[config.mk]
export PLATFORM = sky130hd
export DESIGN_NAME = key_value_table_linear_flat
export DESIGN_NICKNAME = d
export VERILOG_FILES = /design/src/design/kvt_pkg.sv /design/src/design/kvt_if.sv /design/src/design/key_value_table_linear.sv /design/src/design/kvt_ram.sv /design/src/design/kvt_ctrl.sv /design/src/flat_wrapper.sv
export SDC_FILE = /design/constraint.sdc
export NUM_CORES = 1
export LEC_CHECK = 0
export ABC_CLOCK_PERIOD_IN_PS = 5960
export BUFFER_PORTS_ARGS = -buffer_cell sky130_fd_sc_hd__buf_2
export CORE_MARGIN = 4
export CORE_UTILIZATION = 36
export CTS_CLUSTER_DIAMETER = 150
export DETAILED_ROUTE_END_ITERATION = 8
export GPL_ROUTABILITY_DRIVEN = 0
export GPL_TIMING_DRIVEN = 0
export PLACE_DENSITY = 0.55
export SLEW_MARGIN = 10
export SYNTH_ARGS = -nofsm -noshare
export SYNTH_HDL_FRONTEND = slang
export SYNTH_SLANG_ARGS = --single-unit
[constraint.sdc]
create_clock -name clk -period 5.96 [get_ports clk]
set_clock_uncertainty 0.15 [all_clocks]
set_input_delay 1.192 -clock clk [delete_from_list [all_inputs] [get_ports clk]]
set_output_delay 1.192 -clock clk [all_outputs]
set_load 0.02 [all_outputs]
[src/design/kvt_pkg.sv]
// shared types and constants for the key-value table
package kvt_pkg;

  localparam int KEY_W  = 8;
  localparam int DATA_W = 32;
  localparam int USED_W = 5;

  typedef enum logic [1:0] {
    FN_LOOKUP = 2'd0,
    FN_INSERT = 2'd1,
    FN_REMOVE = 2'd2
  } func_t;

  typedef enum logic [1:0] {
    ST_OK      = 2'd0,
    ST_PRESENT = 2'd1,
    ST_MISSING = 2'd2,
    ST_FULL    = 2'd3
  } status_t;

endpackage

[src/design/kvt_if.sv]
// request and response channel interfaces of the key-value table
interface kvt_req_if import kvt_pkg::*; ();
  logic              valid;
  logic              ready;
  logic [1:0]        func;
  logic [KEY_W-1:0]  key;
  logic [DATA_W-1:0] value;

  modport source (output valid, output func, output key, output value, input ready);
  modport sink   (input valid, input func, input key, input value, output ready);
endinterface

interface kvt_rsp_if import kvt_pkg::*; ();
  logic              valid;
  logic              ready;
  logic [1:0]        status;
  logic [DATA_W-1:0] found_value;
  logic [USED_W-1:0] entries_used;

  modport source (output valid, output status, output found_value, output entries_used,
                  input ready);
  modport sink   (input valid, input status, input found_value, input entries_used,
                  output ready);
endinterface

[src/design/key_value_table_linear.sv]
// top level of the linearly searched key-value table
//
//   channel  dir  handshake     payload
//   in_ch    in   valid/ready   func, key, value
//   out_ch   out  valid/ready   status, found_value, entries_used
//
// lookup, insert and remove scan one held entry per cycle through the single
// read port of the entry memory; a hit on remove then moves the last entry into its slot
// full table, empty table and unused codes skip the scan
// reset clears the state, entry count, pending flag and output valid; the memory is not cleared
// a result waits in the output register while the next transaction is taken
module key_value_table_linear import kvt_pkg::*; #(
  parameter int CAPACITY   = 16,
  parameter int VALUE_BITS = 32
) (
  input  logic      clk,
  input  logic      rst_n,
  kvt_req_if.sink   in_ch,
  kvt_rsp_if.source out_ch
);

  localparam int AW    = $clog2(CAPACITY);
  localparam int ENT_W = KEY_W + VALUE_BITS;

  logic             ram_we;
  logic [AW-1:0]    ram_waddr;
  logic [ENT_W-1:0] ram_wdata;
  logic             ram_re;
  logic [AW-1:0]    ram_raddr;
  logic [ENT_W-1:0] ram_rdata;

  kvt_ctrl #(
    .CAPACITY   (CAPACITY),
    .VALUE_BITS (VALUE_BITS)
  ) u_ctrl (
    .clk       (clk),
    .rst_n     (rst_n),
    .in_ch     (in_ch),
    .out_ch    (out_ch),
    .ram_we    (ram_we),
    .ram_waddr (ram_waddr),
    .ram_wdata (ram_wdata),
    .ram_re    (ram_re),
    .ram_raddr (ram_raddr),
    .ram_rdata (ram_rdata)
  );

  kvt_ram #(
    .DEPTH (CAPACITY),
    .WIDTH (ENT_W)
  ) u_ram (
    .clk   (clk),
    .we    (ram_we),
    .waddr (ram_waddr),
    .wdata (ram_wdata),
    .re    (ram_re),
    .raddr (ram_raddr),
    .rdata (ram_rdata)
  );

endmodule

[src/design/kvt_ram.sv]
// single-port-write, single-port-read entry memory with registered read data
module kvt_ram #(
  parameter int DEPTH = 16,
  parameter int WIDTH = 40,
  localparam int AW = (DEPTH > 1) ? $clog2(DEPTH) : 1
) (
  input  logic             clk,
  input  logic             we,
  input  logic [AW-1:0]    waddr,
  input  logic [WIDTH-1:0] wdata,
  input  logic             re,
  input  logic [AW-1:0]    raddr,
  output logic [WIDTH-1:0] rdata
);

  logic [WIDTH-1:0] mem [DEPTH];

  always_ff @(posedge clk) begin
    if (we) begin
      mem[waddr] <= wdata;
    end
  end

  always_ff @(posedge clk) begin
    if (re) begin
      rdata <= mem[raddr];
    end
  end

endmodule

[src/design/kvt_ctrl.sv]
// search, update and response sequencer of the key-value table
module kvt_ctrl import kvt_pkg::*; #(
  parameter int CAPACITY   = 16,
  parameter int VALUE_BITS = 32,
  localparam int AW    = $clog2(CAPACITY),
  localparam int CNT_W = $clog2(CAPACITY + 1),
  localparam int ENT_W = KEY_W + VALUE_BITS
) (
  input  logic             clk,
  input  logic             rst_n,
  kvt_req_if.sink          in_ch,
  kvt_rsp_if.source        out_ch,
  output logic             ram_we,
  output logic [AW-1:0]    ram_waddr,
  output logic [ENT_W-1:0] ram_wdata,
  output logic             ram_re,
  output logic [AW-1:0]    ram_raddr,
  input  logic [ENT_W-1:0] ram_rdata
);

  typedef enum logic [1:0] {S_IDLE, S_SCAN, S_MOVE, S_DONE} state_t;

  state_t                state_r, state_nxt;
  func_t                 op_r, op_nxt;
  logic [KEY_W-1:0]      key_r, key_nxt;
  logic [VALUE_BITS-1:0] val_r, val_nxt;
  logic [CNT_W-1:0]      count_r, count_nxt;
  logic [CNT_W-1:0]      idx_r, idx_nxt;
  logic                  pend_r, pend_nxt;
  logic [AW-1:0]         cmp_r, cmp_nxt;
  logic [AW-1:0]         slot_r, slot_nxt;
  status_t               res_status_r, res_status_nxt;
  logic [DATA_W-1:0]     res_fv_r, res_fv_nxt;
  logic                  out_valid_r, out_valid_nxt;
  status_t               out_status_r, out_status_nxt;
  logic [DATA_W-1:0]     out_fv_r, out_fv_nxt;
  logic [USED_W-1:0]     out_used_r, out_used_nxt;

  logic [KEY_W-1:0]             rd_key;
  logic [VALUE_BITS-1:0]        rd_val;
  logic                         hit;
  logic                         full;
  logic [CNT_W-1:0]             count_m1;
  logic [VALUE_BITS+DATA_W-1:0] in_ext;
  logic [VALUE_BITS+DATA_W-1:0] fv_ext;
  logic [CNT_W+USED_W-1:0]      used_ext;

  assign rd_key   = ram_rdata[VALUE_BITS +: KEY_W];
  assign rd_val   = ram_rdata[VALUE_BITS-1:0];
  assign hit      = pend_r && (rd_key == key_r);
  assign full     = (count_r == CNT_W'(CAPACITY));
  assign count_m1 = count_r - CNT_W'(1);
  assign in_ext   = {{VALUE_BITS{1'b0}}, in_ch.value};
  assign fv_ext   = {{DATA_W{1'b0}}, rd_val};
  assign used_ext = {{USED_W{1'b0}}, count_r};

  assign in_ch.ready         = (state_r == S_IDLE);
  assign out_ch.valid        = out_valid_r;
  assign out_ch.status       = out_status_r;
  assign out_ch.found_value  = out_fv_r;
  assign out_ch.entries_used = out_used_r;

  always_comb begin
    state_nxt      = state_r;
    op_nxt         = op_r;
    key_nxt        = key_r;
    val_nxt        = val_r;
    count_nxt      = count_r;
    idx_nxt        = idx_r;
    pend_nxt       = pend_r;
    cmp_nxt        = cmp_r;
    slot_nxt       = slot_r;
    res_status_nxt = res_status_r;
    res_fv_nxt     = res_fv_r;
    out_valid_nxt  = out_valid_r;
    out_status_nxt = out_status_r;
    out_fv_nxt     = out_fv_r;
    out_used_nxt   = out_used_r;
    ram_we         = 1'b0;
    ram_waddr      = count_r[AW-1:0];
    ram_wdata      = {key_r, val_r};
    ram_re         = 1'b0;
    ram_raddr      = idx_r[AW-1:0];

    if (out_valid_r && out_ch.ready) begin
      out_valid_nxt = 1'b0;
    end

    unique case (state_r)
      S_IDLE: begin
        if (in_ch.valid) begin
          op_nxt         = func_t'(in_ch.func);
          key_nxt        = in_ch.key;
          val_nxt        = in_ext[VALUE_BITS-1:0];
          idx_nxt        = '0;
          pend_nxt       = 1'b0;
          res_fv_nxt     = '0;
          res_status_nxt = ST_OK;
          state_nxt      = S_DONE;
          unique case (func_t'(in_ch.func))
            FN_LOOKUP, FN_REMOVE: begin
              if (count_r == '0) begin
                res_status_nxt = ST_MISSING;
              end else begin
                state_nxt = S_SCAN;
              end
            end
            FN_INSERT: begin
              if (full) begin
                res_status_nxt = ST_FULL;
              end else if (count_r == '0) begin
                ram_we    = 1'b1;
                ram_waddr = '0;
                ram_wdata = {in_ch.key, in_ext[VALUE_BITS-1:0]};
                count_nxt = count_r + CNT_W'(1);
              end else begin
                state_nxt = S_SCAN;
              end
            end
            default: begin
              res_status_nxt = ST_OK;
            end
          endcase
        end
      end
      S_SCAN: begin
        if (hit) begin
          state_nxt = S_DONE;
          unique case (op_r)
            FN_LOOKUP: begin
              res_fv_nxt = fv_ext[DATA_W-1:0];
            end
            FN_INSERT: begin
              res_status_nxt = ST_PRESENT;
            end
            default: begin
              slot_nxt  = cmp_r;
              ram_re    = 1'b1;
              ram_raddr = count_m1[AW-1:0];
              state_nxt = S_MOVE;
            end
          endcase
        end else if (idx_r == count_r) begin
          state_nxt = S_DONE;
          if (op_r == FN_INSERT) begin
            ram_we    = 1'b1;
            count_nxt = count_r + CNT_W'(1);
          end else begin
            res_status_nxt = ST_MISSING;
          end
        end else begin
          ram_re   = 1'b1;
          cmp_nxt  = idx_r[AW-1:0];
          idx_nxt  = idx_r + CNT_W'(1);
          pend_nxt = 1'b1;
        end
      end
      S_MOVE: begin
        ram_we    = 1'b1;
        ram_waddr = slot_r;
        ram_wdata = ram_rdata;
        count_nxt = count_m1;
        state_nxt = S_DONE;
      end
      S_DONE: begin
        if (!out_valid_r || out_ch.ready) begin
          out_valid_nxt  = 1'b1;
          out_status_nxt = res_status_r;
          out_fv_nxt     = res_fv_r;
          out_used_nxt   = used_ext[USED_W-1:0];
          state_nxt      = S_IDLE;
        end
      end
      default: begin
        state_nxt = S_IDLE;
      end
    endcase
  end

  always_ff @(posedge clk) begin
    if (!rst_n) begin
      state_r     <= S_IDLE;
      count_r     <= '0;
      out_valid_r <= 1'b0;
      pend_r      <= 1'b0;
    end else begin
      state_r     <= state_nxt;
      count_r     <= count_nxt;
      out_valid_r <= out_valid_nxt;
      pend_r      <= pend_nxt;
    end
    op_r         <= op_nxt;
    key_r        <= key_nxt;
    val_r        <= val_nxt;
    idx_r        <= idx_nxt;
    cmp_r        <= cmp_nxt;
    slot_r       <= slot_nxt;
    res_status_r <= res_status_nxt;
    res_fv_r     <= res_fv_nxt;
    out_status_r <= out_status_nxt;
    out_fv_r     <= out_fv_nxt;
    out_used_r   <= out_used_nxt;
  end

  a_count_bound: assert property (@(posedge clk) disable iff (!rst_n)
    count_r <= CNT_W'(CAPACITY))
    else $error("entry count above capacity");

  a_write_moves_count: assert property (@(posedge clk) disable iff (!rst_n)
    ram_we |=> count_r != $past(count_r))
    else $error("entry write without count change");

  a_scan_index: assert property (@(posedge clk) disable iff (!rst_n)
    state_r == S_SCAN |-> idx_r <= count_r)
    else $error("scan index past entry count");

  a_full_status: assert property (@(posedge clk) disable iff (!rst_n)
    (state_r == S_DONE && res_status_r == ST_FULL) |-> full)
    else $error("table full reported below capacity");

endmodule
[src/flat_wrapper.sv]
// flat-port wrapper written by rule: the top's interface ports become plain ports
module key_value_table_linear_flat import kvt_pkg::*;
#(
  parameter int CAPACITY   = 16,
  parameter int VALUE_BITS = 32
)
  (clk, rst_n, in_ch_valid, in_ch_func, in_ch_key, in_ch_value, in_ch_ready, out_ch_valid, out_ch_status, out_ch_found_value, out_ch_entries_used, out_ch_ready);
  kvt_req_if in_ch_i ();
  kvt_rsp_if out_ch_i ();
  input  logic clk;
  input  logic rst_n;
  input wire logic [$bits(in_ch_i.valid)-1:0] in_ch_valid;
  input wire logic [$bits(in_ch_i.func)-1:0] in_ch_func;
  input wire logic [$bits(in_ch_i.key)-1:0] in_ch_key;
  input wire logic [$bits(in_ch_i.value)-1:0] in_ch_value;
  output wire logic [$bits(in_ch_i.ready)-1:0] in_ch_ready;
  output wire logic [$bits(out_ch_i.valid)-1:0] out_ch_valid;
  output wire logic [$bits(out_ch_i.status)-1:0] out_ch_status;
  output wire logic [$bits(out_ch_i.found_value)-1:0] out_ch_found_value;
  output wire logic [$bits(out_ch_i.entries_used)-1:0] out_ch_entries_used;
  input wire logic [$bits(out_ch_i.ready)-1:0] out_ch_ready;
  assign in_ch_i.valid = in_ch_valid;
  assign in_ch_i.func = in_ch_func;
  assign in_ch_i.key = in_ch_key;
  assign in_ch_i.value = in_ch_value;
  assign in_ch_ready = in_ch_i.ready;
  assign out_ch_valid = out_ch_i.valid;
  assign out_ch_status = out_ch_i.status;
  assign out_ch_found_value = out_ch_i.found_value;
  assign out_ch_entries_used = out_ch_i.entries_used;
  assign out_ch_i.ready = out_ch_ready;
  key_value_table_linear #(.CAPACITY(CAPACITY), .VALUE_BITS(VALUE_BITS)) u_core (.clk(clk), .rst_n(rst_n), .in_ch(in_ch_i), .out_ch(out_ch_i));
endmodule
==> impl_metrics.yaml, run 1 <==
cts:
  post_cts_buffers: 0
  root_buffer: "clkbuf_16"
  clk_latency_ns: 0.62
  cts_hold_buf: 0
  cts_tree: "done"
  cts-resized-gates: 0
  cts_buffers: 81
  htree_levels: 3
  clk_pin_slew_ns: 0.06
  cts.sinks: 817
  clock_path_buffers: 3
global_routing:
  grt_pass1_vias: 16700
  antenna_found_initial: 5
  track_usage_pct: 18.7
  grt_max_degree: 25
  grt_overflow: 0
  grt_pass1_wl_um: 120000
sta:
  timing.hold.ws_ns: 0.267
  hold_viol: 0
  clock.fmax_ghz: 0.195
  setup_slack_ns: 0.830
  tns_ns: 0
  fin_crit_ns: 5.13
  slew_headroom_pct: 16.0
  rsz0062_at_grt: "false"
  setup_violations: 0
  tightestPinTransition_ns: 1.26
  slew_viol_final: 0
  post-route-period-util_pct: 86.1
synthesis:
  async_reset_ff_share_pct: 0
  synth_cells: 1739
  syn_avg_cell_area_um2: 18.1
  synth_flop_cell: "edfxtp_1"
  synth.distinct_cells: 51
  synth_edf_count: 808
  syn_nets: 1793
  synth-seq-cells: 817
  ys_seq_area_share_pct: 77.8
  syn_area_um2: 31400
  yosysWarnings: 0
detailed_routing:
  finalWirelength_um: 87200
  maxUsedRoutingLayer: "met5"
  drcViolationCount: 0
  via_per_inst: 5.41
  num_vias: 17100
  ant_nets: 0
  met3_length_um: 7500
  met1_length_um: 35800
  drtIter0Drc: 2128
  routedWlPerCell_um: 27.6
  firstDrtPassIters: 6
  dr_wl_met2_um: 41700
placement:
  portBuffers: 85
  post-dp-hpwl_um: 55400
  preCtsSetupSlack_ns: 0.781
pwr:
  power_density_nw_per_um2: 500
  ir_drop_uv: 354
  finalPower_mw: 18.4
  p_leak_nw: 13.2
status:
  status: "finished, final reports clean"
die:
  dieHeight_um: 303
  rows: 108
  core-area_um2: 86800
  io_pins: 87
  fp.dieW_um: 303
  start_util_pct: 36.2
  dieArea_um2: 92100
setup_path:
  critical_path_class: "reg2reg"
  critPathMaxFanout: 15
  startpoint_type: "register"
  required_ns: 6.11
  arrival_ns: 5.28
  end_kind: "register"
finish:
  nNetsFinal: 1998
  nFillCells: 7650
  multi_input_area_um2: 6430
  seq_area_um2: 24400
  drive_above_1_share_pct: 15.8
  area_growth_pct: 17.1
  layout_common_cells: "edfxtp_1, mux2i_1, o22ai_1"
  final_common_cell: "edfxtp_1"
run:
  max_cap_viol_count: 0
hold_path:
  hp-class: "reg2reg"
-- critical path, cell delays in order (launching register included) --
cell	delay, ns
dfxtp_1	0.32
buf_2	0.18
inv_1	0.18
ha_1	0.17
or3b_1	0.36
clkbuf_1	0.18
nor4_2	0.87
nor2_1	0.49
a22o_1	0.35
nand3b_1	0.44
nor2_4	0.61
buf_12	0.27
buf_12	0.21
-- metrics by stage --
stage               cells  instance area, µm²  util, %
floorplan            1739               31400        -
global placement     2979               33300     38.4
global route         3162               36800     42.4
finish               3163               36800     42.4
CTS                  3161               36800     42.4
detailed placement   3015               34300     39.5
-- synth_stat cells, drive strengths merged (3+ instances only) --
cell type  number  area [µm²]
o21ai           9        45.0
ha              8         100
buf            56         348
a21oi          11        55.1
or4            41         312
nand2          19        73.8
nor2           33         124
edfxtp        808       24300
mux2i         326        3260
nor2b           7        43.8
a22oi           4        30.0
and2           36         225
nand3b          3        22.5
inv            52         195
nor3            3        15.0
xnor2          11        96.3
o22ai         160        1000
xor2            9        78.8
nand3          10        50.1
or3             3        18.8
clkbuf         41         154
o221a           3        33.8
a222oi         40         400
and3            3        18.8
dfxtp           9         180
nand2b          6        37.5
-- per-layer routing --
| layer | global-route usage [%] | vias up |
|---|---|---|
| met5 | 0 | - |
| met2 | 30.8 | 815 |
| met3 | 3.69 | 126 |
| met1 | 25.1 | 8748 |
| li1 | - | 7408 |
| met4 | 5.81 | 2 |
-- path summary, 6_finish.rpt --
path                              from                                   to  slack, ns  depth (start not counted)
min reg2reg  u_core.u_ctrl.res_fv_r[0]  u_core.u_ctrl.out_ch.found_value[0]       0.27                          0
max           u_core.u_ctrl.count_r[0]              u_core.u_ram.mem[14][4]       0.83                         12
max reg2reg   u_core.u_ctrl.count_r[0]              u_core.u_ram.mem[14][4]       0.83                         12
min          u_core.u_ctrl.res_fv_r[0]  u_core.u_ctrl.out_ch.found_value[0]       0.27                          0
-- state kept, by name, indices dropped and copies added, names as in the netlist, 5 cells and up --
register                           cells
u_core.u_ctrl.key_r                    8
u_core.u_ctrl.out_ch.found_value      32
u_core.u_ram.mem                     640
u_core.u_ctrl.count_r                  5
u_core.u_ctrl.out_ch.entries_used      5
u_core.u_ram.rdata                    40
u_core.u_ctrl.res_fv_r                32
u_core.u_ctrl.idx_r                    5
u_core.u_ctrl.val_r                   32
-- power breakdown --
| part | internal [mW] | switching [mW] | leakage [nW] |
|---|---|---|---|
| Sequential | 7.90 | 0.280 | 7.43 |
| Clock | 2.82 | 2.04 | 1.25 |
| Combinational | 1.68 | 3.69 | 4.52 |
-- cell type report --
cell class	instances	area share [%]
Sequential cell	817	66.4
Multi-Input combinational cell	773	17.5
Clock buffer	106	5.99
Tap cell	1155	3.93
Timing Repair Buffer	122	3.41
Buffer	97	1.37
Clock inverter	40	0.870
Inverter	52	0.537
Antenna cell	1	0.00680
-- kinds of logic (layout without fill, tap and decap cells) --
| family | count (synthesis) | count (layout) | share of synthesized area [%] |
|---|---|---|---|
| DFF | 817 | 817 | 77.8 |
| AOI/OAI and AO/OA | 245 | 245 | 5.47 |
| other | 0 | 1 | 0 |
| adders and majority gates | 8 | 8 | 0.318 |
| buffers and inverters | 149 | 417 | 2.22 |
| and+or+nand+nor | 172 | 172 | 3.21 |
| muxes | 328 | 328 | 10.5 |
| xor gates and xnor gates | 20 | 20 | 0.557 |
(Power assumes the default switching activity.)
==> run 2: changes to the inputs <==
- ABC_CLOCK_PERIOD_IN_PS: 5960 -> 4200
- PLACE_DENSITY: 0.55 -> 0.61
- clock period: 5.96 -> 4.2 ns (I/O delays scaled with it)
==> impl_metrics.yaml, run 2 (same netlist as run 1, synthesis figures left out) <==
status:
  status: "finished, final reports clean"
setup_path:
  endpoint: "u_core.u_ram.rdata[1]"
  crit_family: "simple AND/OR/NAND/NOR gates"
  critPathMaxFanout: 10
  critical_path.startpoint: "u_core.u_ctrl.state_r[1]"
  reg2reg_slack_ns: 0.02
  critical_path_class: "reg2reg"
  critical_path.slowest_cell: "clkdlybuf4s15_1"
  cp_cell_sequence: "inv_1 > ha_1 > and2_1 > and3_1 > and4b_1 > buf_6 > mux2i_1 > nand2_1 > clkdlybuf4s15_1 > o22ai_1 > or4_1"
  required_ns: 4.38
  reg2reg_to: "u_core.u_ram.rdata[1]"
  critPathBufInv: 3
  end_kind: "register"
  r2r_cells: 11
  cp.depth: 11
  slowest_delay_ns: 0.91
  arrival_ns: 4.36
  startpoint_type: "register"
  r2r-start: "u_core.u_ctrl.state_r[1]"
finish:
  nNetsFinal: 2019
  top_regs: "u_core.u_ram.mem: 640 flops, u_core.u_ram.rdata: 40 flops"
  largest_reg_flops: 640
  drive_above_1_share_pct: 17.1
  multi_input_area_um2: 6460
  post-route-util_pct: 42.9
  layout_common_cells: "edfxtp_1, mux2i_1, o22ai_1"
  seq_area_um2: 24400
  area_growth_pct: 18.5
  final_common_cell: "edfxtp_1"
  nFillCells: 7538
  top_register: "u_core.u_ram.mem"
global_routing:
  track_usage_pct: 18.8
  grt_pass1_wl_um: 123000
  antenna_found_initial: 7
  grt_pass1_vias: 17200
  grt_max_degree: 43
  grt_overflow: 0
sta:
  timing.hold.ws_ns: 0.255
  rsz0062_at_grt: "true"
  hold_viol: 0
  clock.fmax_ghz: 0.239
  slew_viol_final: 0
  tns_ns: 0
  setup_violations: 0
  fin_crit_ns: 4.18
  tightestPinTransition_ns: 1.34
  post-route-period-util_pct: 99.5
  slew_headroom_pct: 10.5
pwr:
  p_int_mw: 17.9
  clockPowerShare_pct: 26.9
  switchingPower_mw: 8.70
  sw_frac_of_total_pct: 32.8
  power_density_nw_per_um2: 713
  ir_drop_uv: 436
  p_leak_nw: 13.4
  p_seq_share_pct: 43.7
  power_frac_comb_pct: 29.4
die:
  fp.dieW_um: 303
  dieHeight_um: 303
  io_pins: 87
  start_util_pct: 36.2
  rows: 108
  dieArea_um2: 92100
  core-area_um2: 86800
cts:
  cts_tree: "done"
  clock_path_buffers: 3
  clk_pin_slew_ns: 0.07
  cts_hold_buf: 0
  htree_levels: 3
  cts_buffers: 80
  clk_latency_ns: 0.63
  root_buffer: "clkbuf_16"
  cts.sinks: 817
detailed_routing:
  routedWlPerCell_um: 27.8
  via_per_inst: 5.59
  drcViolationCount: 0
  firstDrtPassIters: 6
  drtIter0Drc: 2868
  finalWirelength_um: 88400
  num_vias: 17800
  ant_nets: 0
hold_path:
  min_from: "in_ch_value[5]"
  hp-class: "in2reg"
run:
  max_cap_viol_count: 0
placement:
  post-dp-hpwl_um: 54100
  portBuffers: 85
==> run 2: changes by cell type in the layout (fill, tap and decap cells not counted), sizes merged <==
| cell | previous run | this run |
|---|---|---|
| buf | 178 | 190 |
| clkinv | 32 | 25 |
| clkdlybuf4s15 | 0 | 4 |
| bufinv | 5 | 8 |
| clkbuf | 147 | 150 |
| clkinvlp | 0 | 3 |
| diode | 1 | 2 |
| inv | 55 | 56 |
==> run 2: final cells by class <==
type / count / area share [%]
Sequential cell: 817 / 65.6
Multi-Input combinational cell: 773 / 17.4
Clock buffer: 103 / 5.89
Timing Repair Buffer: 144 / 4.11
Tap cell: 1155 / 3.88
Buffer: 97 / 1.49
Clock inverter: 40 / 1.10
Inverter: 52 / 0.531
Antenna cell: 2 / 0.0134
==> run 2: through the flow <==
step | setup slack (ns) | power (mW) | instance area, µm² | std cells
2_1_floorplan | -0.201 | 16.2 | 31400 | 1739
3_3_place_gp | -4.05 | 18.9 | 33300 | 2979
3_5_place_dp | -1.05 | 19.4 | 34300 | 3014
4_1_cts | -0.00355 | 26.5 | 37100 | 3174
5_1_grt | -0.0275 | 27.4 | 37200 | 3181
6_report | 0.0220 | 26.6 | 37200 | 3183
==> run 2: layer usage <==
layer  wire [µm]  global-route usage (%)  vias up
li1            -                       -     7458
met1       36800                    27.0     9068
met2       39400                    28.7     1081
met3        9420                    3.80      182
met4        2740                    6.58        4
met5          26                       0        -
==> run 2: worst register-to-register path, stage by stage, from the launching register on <==
cell	delay (ns)
dfxtp_1	0.33
inv_1	0.12
ha_1	0.31
and2_1	0.32
and3_1	0.19
and4b_1	0.27
buf_6	0.17
mux2i_1	0.13
nand2_1	0.16
clkdlybuf4s15_1	0.91
o22ai_1	0.21
or4_1	0.60
==> run 2: repair_timing <==
item	in CTS	in global routing
gates resized for setup	5	22
buffers inserted	17	7
endpoints found under the setup margin	1316	186
pin swaps	12	5
==> run 2: power groups by stage <==
stage	clock network (mW)	registers [mW]	logic, mW
2_1_floorplan	0	11.7	4.49
3_3_place_gp	0	11.8	7.07
3_5_place_dp	0	11.8	7.61
4_1_cts	7.25	11.6	7.66
5_1_grt	7.60	11.7	8.18
6_report	7.15	11.6	7.81
==> run 2: worst min path at each step <==
| stage | end | slack, ns | depth (start not counted) |
|---|---|---|---|
| finish | u_core.u_ctrl.val_r[5] | 0.25 | 1 |
| global route | u_core.u_ctrl.key_r[0] | 0.24 | 1 |
| CTS | u_core.u_ctrl.val_r[29] | 0.23 | 1 |
| detailed placement | u_core.u_ctrl.out_ch.found_value[11] | 0.25 | 0 |
| global placement | u_core.u_ctrl.slot_r[0] | 0.25 | 0 |
| floorplan | u_core.u_ctrl.out_ch.found_value[0] | 0.25 | 0 |
